--- src/hdl/pwu_pkg.sv ---
`default_nettype none

package pwu_pkg;

   // default sizes of the weight store
   localparam int NUM_FEATURES_DEF = 1024;
   localparam int WEIGHT_BITS_DEF  = 32;

   // fixed field widths
   localparam int WORD_W    = 32;
   localparam int FEAT_W    = 10;
   localparam int FRAC_W    = 16;
   localparam int CSR_IDX_W = 2;

   // shared multiplier: magnitude of a 33-bit difference times a 32-bit coefficient
   localparam int MUL_A_W = 33;
   localparam int MUL_B_W = 32;
   localparam int MUL_P_W = MUL_A_W + MUL_B_W;

   // step after the fraction shift, with sign, and the sum with a weight
   localparam int DELTA_W = MUL_P_W - FRAC_W + 1;
   localparam int SUM_W   = DELTA_W + 1;

   // configuration register indexes
   typedef enum logic [CSR_IDX_W-1:0] {
      CSR_LEARNING_RATE = 2'd0,
      CSR_L1_COEFF      = 2'd1,
      CSR_WEIGHT_MIN    = 2'd2,
      CSR_WEIGHT_MAX    = 2'd3
   } csr_index_type;

   // configuration reset values
   localparam logic [WORD_W-1:0] LR_RESET   = 32'h0001_0000;
   localparam logic [WORD_W-1:0] L1_RESET   = 32'h0000_0000;
   localparam logic [WORD_W-1:0] WMIN_RESET = 32'h8000_0000;
   localparam logic [WORD_W-1:0] WMAX_RESET = 32'h7FFF_FFFF;

   // sequencer states
   typedef enum logic [2:0] {
      ST_CLEAR,
      ST_IDLE,
      ST_READ,
      ST_LOAD,
      ST_DECAY,
      ST_STEP,
      ST_SUM,
      ST_DONE
   } state_type;

   // request to the shared multiplier
   typedef struct packed {
      logic               en;
      logic [MUL_A_W-1:0] a;
      logic [MUL_B_W-1:0] b;
   } mul_req_type;

endpackage

`default_nettype wire

--- src/hdl/pwu_mul.sv ---
`default_nettype none

module pwu_mul (
   input  wire logic                           clock,
   input  wire pwu_pkg::mul_req_type           req,
   output logic      [pwu_pkg::MUL_P_W-1:0]    prod
);

   logic [pwu_pkg::MUL_P_W-1:0] prod_in;
   logic [pwu_pkg::MUL_P_W-1:0] prod_ff;

   // unsigned product, registered
   assign prod_in = req.a * req.b;

   always_ff @(posedge clock) begin
      if (req.en) begin
         prod_ff <= prod_in;
      end
   end

   assign prod = prod_ff;

endmodule

`default_nettype wire

--- config.mk ---
export PLATFORM = sky130hd
export DESIGN_NAME = pwu_mul
export DESIGN_NICKNAME = d
export VERILOG_FILES = /design/src/hdl/pwu_pkg.sv /design/src/hdl/pwu_mul.sv
export SDC_FILE = /design/constraint.sdc
export NUM_CORES = 2
export LEC_CHECK = 0
export BUFFER_PORTS_ARGS = -buffer_cell sky130_fd_sc_hd__buf_2
export CAP_MARGIN = 20
export CORE_UTILIZATION = 65
export CTS_CLUSTER_SIZE = 8
export DETAILED_ROUTE_END_ITERATION = 16
export PLACE_DENSITY = 0.83
export SYNTH_ARGS = -nofsm -noshare
export SYNTH_HDL_FRONTEND = slang
export SYNTH_SLANG_ARGS = --single-unit
export TNS_END_PERCENT = 50
--- constraint.sdc ---
create_clock -name clock -period 9.69 [get_ports clock]
set_clock_uncertainty 0.05 [all_clocks]
set_input_delay 0.4845 -clock clock [delete_from_list [all_inputs] [get_ports clock]]
set_output_delay 0.4845 -clock clock [all_outputs]
set_load 0.05 [all_outputs]
==> metrics.txt <==
All-Layer GR Usage 0.360; synth unique cells 55; commonest cells in the netlist 926 x fa_1, 926 x inv_1, 616 x nand2_1, 485 x and2_1, 264 x ha_1; post-synthesis register bit count 65; DR WL/cell roughly 21 um; EDFF count, synth 65; Synth Warn # 0; fmax roughly 120 MHz; global-route wire length before repair between 150000 and 200000 um; share of synthesized flip-flops with an asynchronous set or reset 0; gpl congestion slightly below 1; layout cell share with drive strength beyond 1 0.0474; run status complete, no violations; Post-Synthesis Cells roughly 3900; Hold WC Path Type input pin to register; crit-path max FO 32; final core occ 0.686; arrival time at the worst endpoint approximately 8.6 ns; DRT iter0 DRCs between 1500 and 2000; grt total ovfl 0; Vias/cell between 5 and 6; Ports about 130; Core Region about 54000 um2; worst slew pin tran 0.894 ns; final net count ~5000; launch point of the worst hold path req[65]; routed vias 26700; die width ~240 um; syn nets 5142; Worst EP required a little under 10 ns; Post-CTS Setup Inserts 0; Post-DRT Antenna Nets 0; # H-tree levels 3; max reg flops 65; headroom to the max-slew limit 0.404; Most used DFF post-synth edfxtp_1; Clock Pin Slew Worst Setup and Hold Paths 0.06 ns; fillcell total between 4000 and 5000; Hold Fails Final Rpt 0; Synth area leaders fa_1 52%, inv_1 9.7%, ha_1 9.2%, and2_1 8.4%, nand2_1 6.4%; FP Rows between 80 and 90; CTS Buffer Depth 2; Final period util 0.885; Area growth, synth to finish 3.52%; first drt pass iteration count 6; root buffer cell clkbuf_16; maxcap violations 0; dpl hpwl roughly 76000 um; Num CTS Buffers 9; area leader, netlist fa_1; top-area cell type share of the netlist area 0.516; Port Buffers roughly 130; Initial Util 0.662; CTS tree built; die area 56200 um2; vias in the first global route 29200; largest net degree at the start of global routing 66; CP Launch Type input pin; Slew Viols, Final 0; register area share after synthesis 0.0543; Tmin final ~8.6 ns; CTS resizes 0; final setup vio count 0; Syn Std Cell Area between 30000 and 40000 um2; Critical Path Sink Type register; total detailed-routing wirelength between 90000 and 100000 um; Setup CP Type input pin to register; Hold Buf Count CTS 0; setup tns final 0 ns; DRC 0; Critical path origin req[50]; Syn Area/Cell approximately 9 um2; Clock Sinks 65; Die H between 200 and 250 um; initial antenna violation count 4; RSZ-0062 raised after global routing no
[cells in the final DEF (no fill, tap or decap), types with 9 or more instances in the layout]
master and n:
clkbuf_16 9, buf_4 26, nor2_1 36, nand4_1 15, o21ai_0 44, buf_2 131
xor2_1 25, nand3_1 14, a21oi_1 66, inv_1 926, a31oi_1 14, fa_1 926
nand2_1 616, xnor2_1 40, edfxtp_1 65, o21bai_1 14, and2_1 485, ha_1 264
a21o_1 33
[worst paths after layout]
| path | slack, ns | endpoint | cells past startpoint |
|---|---|---|---|
| worst max-delay path | 1.11 | prod[58] | 24 |
| worst min-delay path | 0.80 | prod[57] | 2 |
[layer usage]
layer,up-vias,part of all wire,track usage
met4,4,0.076,0.223
met2,1542,0.48,0.598
met3,382,0.098,0.0711
met5,-,0.00034,0
li1,11200,-,-
met1,13600,0.34,0.435
[logic make-up (layout without fill, tap and decap cells)]
kind of cell	after synthesis	count (layout)	synth area share
DFF	65	65	0.0543
AOI/OAI and AO/OA	217	217	0.0383
adders and majority gates	1190	1190	0.608
buffers and inverters	1141	1099	0.119
xor gates and xnor gates	65	65	0.0158
and+or+nand+nor	1207	1207	0.164
other	0	4	0
[metrics by stage]
| stage | setup WS (ns) | hold slack (ns) | cells | instance area (um2) |
|---|---|---|---|---|
| finish | 1.11 | 0.798 | 4543 | 37200 |
| global route | 0.866 | 0.848 | 4539 | 37200 |
| CTS | 1.35 | 0.818 | 4539 | 37200 |
| detailed placement | 0.991 | 0.978 | 4523 | 36800 |
| global placement | 1.00 | 0.972 | 4523 | 36800 |
| floorplan | 2.14 | 0.547 | 3885 | 35900 |
[critical path, stage by stage]
cell and delay (ns):
buf_2 0.66, and2_1 0.26, fa_1 0.42, inv_1 0.09, fa_1 0.43, fa_1 0.49
fa_1 0.55, inv_1 0.06, fa_1 0.48, fa_1 0.50, fa_1 0.50, inv_1 0.05
fa_1 0.48, inv_1 0.09, ha_1 0.39, a21oi_1 0.25, o21ai_0 0.19, a32oi_1 0.22
a31oi_1 0.12, a31oi_1 0.46, o22ai_1 0.18, o311ai_0 0.80, o21ai_0 0.23, xor2_1 0.19
[area by class of cell]
type	count	area, um2	area share
sequential	65	1950	0.0525
tap	696	871	0.0234
multi-input combinational	2679	29700	0.798
inverter	926	3480	0.0934
clock buffer	10	229	0.00616
antenna	4	10.0	0.000269
clock inverter	6	115	0.00309
timing repair buffer	157	851	0.0229
Power is not shown: default switching activity piles up to over one toggle a cycle in this logic, so the estimate is an artifact.
